File: src/design/nsng_pkg.sv
package nsng_pkg;

   // Width of the requested position field.
   localparam int unsigned COUNT_WIDTH = 12;

   // Number of multiplier lanes and the prime that each lane multiplies by.
   localparam int unsigned LANES = 3;
   localparam int unsigned LANE_MULT [LANES] = '{2, 3, 5};

   // Commands from the controller to the datapath.
   typedef struct packed {
      logic start;     // load a new request and seed the fill
      logic step;      // generate one more table entry
      logic load_out;  // copy the finished answer into the output register
   } cmd_type;

   // Status from the datapath to the controller.
   typedef struct packed {
      logic more;      // entries remain to be generated for this request
      logic last;      // the step taken now generates the final entry
   } status_type;

endpackage

File: src/design/nsng_controller.sv
module nsng_controller (
   input  logic                 clock,
   input  logic                 reset,
   input  logic                 req_valid,
   output logic                 req_ready,
   output logic                 rsp_valid,
   input  logic                 rsp_ready,
   output nsng_pkg::cmd_type    cmd,
   input  nsng_pkg::status_type status
);
   import nsng_pkg::*;

   localparam logic [1:0] ST_IDLE = 2'd0;
   localparam logic [1:0] ST_FILL = 2'd1;
   localparam logic [1:0] ST_DONE = 2'd2;

   logic [1:0] state_ff;
   logic [1:0] state_in;
   logic       rsp_valid_ff;
   logic       rsp_valid_in;

   assign req_ready = (state_ff == ST_IDLE);
   assign rsp_valid = rsp_valid_ff;

   // Sequencing of one item: seed, fill the table, then hand the answer over.
   always_comb begin
      state_in     = state_ff;
      rsp_valid_in = rsp_valid_ff;
      cmd          = '0;
      if (rsp_valid_ff && rsp_ready) begin
         rsp_valid_in = 1'b0;
      end
      case (state_ff)
         ST_IDLE: begin
            if (req_valid) begin
               cmd.start = 1'b1;
               state_in  = ST_FILL;
            end
         end
         ST_FILL: begin
            cmd.step = status.more;
            if (!status.more || status.last) begin
               state_in = ST_DONE;
            end
         end
         ST_DONE: begin
            if (!rsp_valid_ff || rsp_ready) begin
               cmd.load_out = 1'b1;
               rsp_valid_in = 1'b1;
               state_in     = ST_IDLE;
            end
         end
         default: begin
            state_in = ST_IDLE;
         end
      endcase
   end

   // State and output valid registers.
   always_ff @(posedge clock) begin
      if (reset) begin
         state_ff     <= ST_IDLE;
         rsp_valid_ff <= 1'b0;
      end else begin
         state_ff     <= state_in;
         rsp_valid_ff <= rsp_valid_in;
      end
   end

endmodule

File: config.mk
export PLATFORM = sky130hd
export DESIGN_NAME = nsng_controller
export DESIGN_NICKNAME = d
export VERILOG_FILES = /design/src/design/nsng_pkg.sv /design/src/design/nsng_controller.sv
export SDC_FILE = /design/constraint.sdc
export NUM_CORES = 1
export LEC_CHECK = 0
export ABC_CLOCK_PERIOD_IN_PS = 1000
export BUFFER_PORTS_ARGS = -buffer_cell sky130_fd_sc_hd__buf_4
export CORE_AREA = 2 2 39 41
export DETAILED_ROUTE_END_ITERATION = 10
export DIE_AREA = 0 0 41 43
export GPL_TIMING_DRIVEN = 0
export PLACE_DENSITY_LB_ADDON = 0.15
export SETUP_SLACK_MARGIN = 0.4
export SYNTH_ARGS = -nofsm -noshare
export SYNTH_HDL_FRONTEND = slang
export SYNTH_SLANG_ARGS = --single-unit
File: constraint.sdc
create_clock -name clock -period 1 [get_ports clock]
set_clock_uncertainty 0.1 [all_clocks]
set_input_delay 0.05 -clock clock [delete_from_list [all_inputs] [get_ports clock]]
set_output_delay 0.05 -clock clock [all_outputs]
set_load 0.02 [all_outputs]
==> reports/qor.csv <==
stage,metric,value,unit
worst_setup_path,CP startpoint,state_ff[0]$_SDFFE_PP0P_,
routing,WL/cell,8.48,um
yosys,#FFs+latches synth,3,
yosys,simple-gate share of the synthesized area,42.6,%
global_routing,first-pass GRT wire length,621,um
layout,diode count,0,
worst_setup_path,R2R setup slack,0.02,ns
clocking,CTS Buffer Depth,2,
routing,DRT iter0 DRCs,0,
worst_setup_path,worst path required time,0.85,ns
yosys,adder-cell share of the synthesized area,0,%
timing,Final min period,1.14,ns
layout,Final nets,41,
timing,Hold Slack,-0.113,ns
global_routing,Congestion Overflow GR,0,
yosys,mapped cell area,161,um2
layout,FILL cells,158,
worst_setup_path,path depth of the worst reg2reg path,4,
pwr,Max IR drop VDD,0.000230,V
routing,vias,180,
hold_path,HP Class,in -> reg,
floorplan,Row Count,14,
layout,final core utilization,27.3,%
global_routing,Total GRT Usage,5.81,%
yosys,Synth Area in Compound Gates,8.53,%
pwr,Switching Fraction,24.9,%
worst_setup_path,reg2reg start,state_ff[0]$_SDFFE_PP0P_,
global_routing,pin count of the biggest net entering global routing,6,
clocking,Worst-path clk slew,0.04,ns
yosys,XOR/XNOR share of the synthesized area,0,%
pwr,Clock Power Share,45.9,%
floorplan,Die H,43,um
floorplan,die area,1760,um2
layout,fraction of layout cells with a size suffix above 1,88.2,%
worst_setup_path,r2r endpoint,state_ff[1]$_SDFFE_PP0P_,
pwr,internal power,0.343,mW
worst_setup_path,CP max FO,5,
pwr,sequential share of power,29.3,%
timing,final setup vio count,3,
worst_setup_path,CP startpoint kind,register,
floorplan,core footprint,1380,um2
routing,DRC viols,0,
yosys,warnings from Yosys,0,
worst_setup_path,crit end category,output pin,
floorplan,# IOs,11,
floorplan,DIE WIDTH,41,um
worst_setup_path,max incr delay on CP,0.36,ns
outcome,outcome,"complete, but fails checks",
routing,drt pass-1 iters,1,
layout,Area Growth Syn to Fin,134,%
placement,IO buf count,10,
hold_path,hold path start,reset,
run,Max Cap Viol,0,
clocking,clock sink count,3,
timing,RSZ-0062 raised after global routing,yes,
yosys,cells after synthesis,17,
outcome,failing checks,"negative hold slack, negative setup slack",
yosys,"Avg Cell Area, Syn",9.49,um2
timing,Worst-Margin Slew,0.123,ns
timing,final-report max-slew violation count,0,
yosys,Yosys cell types,12,
pwr,power per cell area,1210,nW/um2
yosys,syn nets,23,
yosys,largest family of logic cells by synthesized area,simple AND/OR/NAND/NOR gates,
clocking,CTS tree,built,
timing,Relative slew margins,91.7,%
timing,period utilization,114,%
pwr,overall power,0.456,mW
clocking,H-tree level count,1,
timing,FMAX,879,MHz
pwr,Net Switching,0.113,mW
clocking,Clock Tree Root,clkbuf_4,
placement,placer congestion estimate,0.664,
pwr,Leakage,0.175,nW
clocking,TritonCTS Buffers,3,
worst_setup_path,start-to-end type of the worst setup path,reg -> out,
worst_setup_path,Critical-path top delay cell,dfxtp_4,
worst_setup_path,Worst EP arrival,0.99,ns
clocking,Clock Latency Late Sink,0.23,ns
worst_setup_path,Worst Setup EP,cmd[1],
yosys,register area share after synthesis,37.2,%
global_routing,number of global-route vias before repair,174,
pwr,combinational power share,24.8,%
timing,setup slack after layout,-0.138,ns
yosys,multiplexer share of the synthesized area,9.30,%
routing,WL final,424,um
routing,post-DR vias/cell,3.60,
routing,Post-DRT Antenna Nets,0,
timing,final hold violations,3,
worst_setup_path,CP cell instances,nor2b_4 > and2_4 > buf_6,
floorplan,starting density of the core,11.7,%
global_routing,initial antenna violation count,0,
placement,placed wire-length estimate,305,um
power groups by stage:
stage          clock network [mW]  registers (mW)  logic (mW)
6_report                    0.209           0.134       0.113
5_1_grt                     0.231           0.135       0.120
4_1_cts                     0.225           0.134       0.110
3_5_place_dp                    0           0.138      0.0957
3_3_place_gp                    0           0.138      0.0957
2_1_floorplan                   0           0.137      0.0554
cell families after synthesis:
family / after synthesis
AO/OA/AOI/OAI: 2
buffers and inverters: 1
flip-flops: 3
multiplexers: 1
AND/OR/NAND/NOR: 10
routing by layer:
layer  up-vias  routed length, um  global-route usage, %  share of wire, %
met2         6                252                   8.13                59
met3         0                 33                   1.57               7.8
met4         0                  0                   8.00                 0
met5         -                  0                      0                 0
li1         92                  -                      -                 -
met1        82                138                   5.41                33
metrics by stage:
| step | instances | hold WS [ns] | setup WS [ns] | cell area [um2] | setup TNS, ns |
|---|---|---|---|---|---|
| after floorplan | 17 | 0.00936 | 0.0980 | 205 | 0 |
| after global placement | 43 | 0.128 | 0.0285 | 300 | 0 |
| after detailed placement | 43 | 0.129 | 0.0330 | 300 | 0 |
| after CTS | 49 | -0.124 | -0.146 | 370 | -0.344 |
| after global routing | 50 | -0.117 | -0.184 | 378 | -0.498 |
| final | 50 | -0.113 | -0.138 | 378 | -0.363 |
Yosys cell counts, drive strengths merged:
library cell	number	area (um2)
a21oi	1	5.00
a2bb2oi	1	8.76
and2	1	7.51
dfxtp	3	60.1
inv	1	3.75
mux2	1	15.0
nand2b	3	26.3
nor2	2	7.51
nor2b	2	12.5
nor3	2	15.0
area by class of cell:
class	instances	area, um2	area share, %
Clock buffer	4	26.3	6.95
Inverter	1	3.75	0.993
Multi-Input combinational cell	13	144	38.1
Sequential cell	3	71.3	18.9
Tap cell	16	20.0	5.30
Timing Repair Buffer	13	113	29.8
state kept, by name, indices dropped and copies added (netlist names):
name	cells
rsp_valid	1
state_ff	2
cells in the final DEF, fill, tap and decap left out:
cell	count
a2bb2oi_2	1
dfxtp_4	3
nor2b_4	2
buf_4	9
inv_1	1
clkbuf_4	3
nand2b_4	3
mux2_4	1
clkbuf_1	1
a21oi_2	1
nor2_1	2
and2_4	1
buf_6	4
nor3_2	2
repair_timing:
item	in CTS	in global routing
buffers inserted	2	1
hold endpoints to repair	3	3
cloned	0	0
resized for setup	8	0
endpoints found under the setup margin	8	8
pin swaps	3	2
worst min path at each step:
stage	slack, ns	cells past startpoint	endpoint
final	-0.11	2	rsp_valid$_SDFF_PP0_
after global routing	-0.12	2	rsp_valid$_SDFF_PP0_
after global placement	0.13	2	rsp_valid$_SDFF_PP0_
after floorplan	0.009	1	rsp_valid$_SDFF_PP0_
after detailed placement	0.13	2	rsp_valid$_SDFF_PP0_
after CTS	-0.12	2	rsp_valid$_SDFF_PP0_
worst max-delay path: cells and delay by family (launching register included):
kind / cells / cell delay (ns)
buffers and inverters: 1 / 0.11
DFF: 1 / 0.36
and+or+nand+nor: 2 / 0.29
Power figures use the tool's default switching activity.
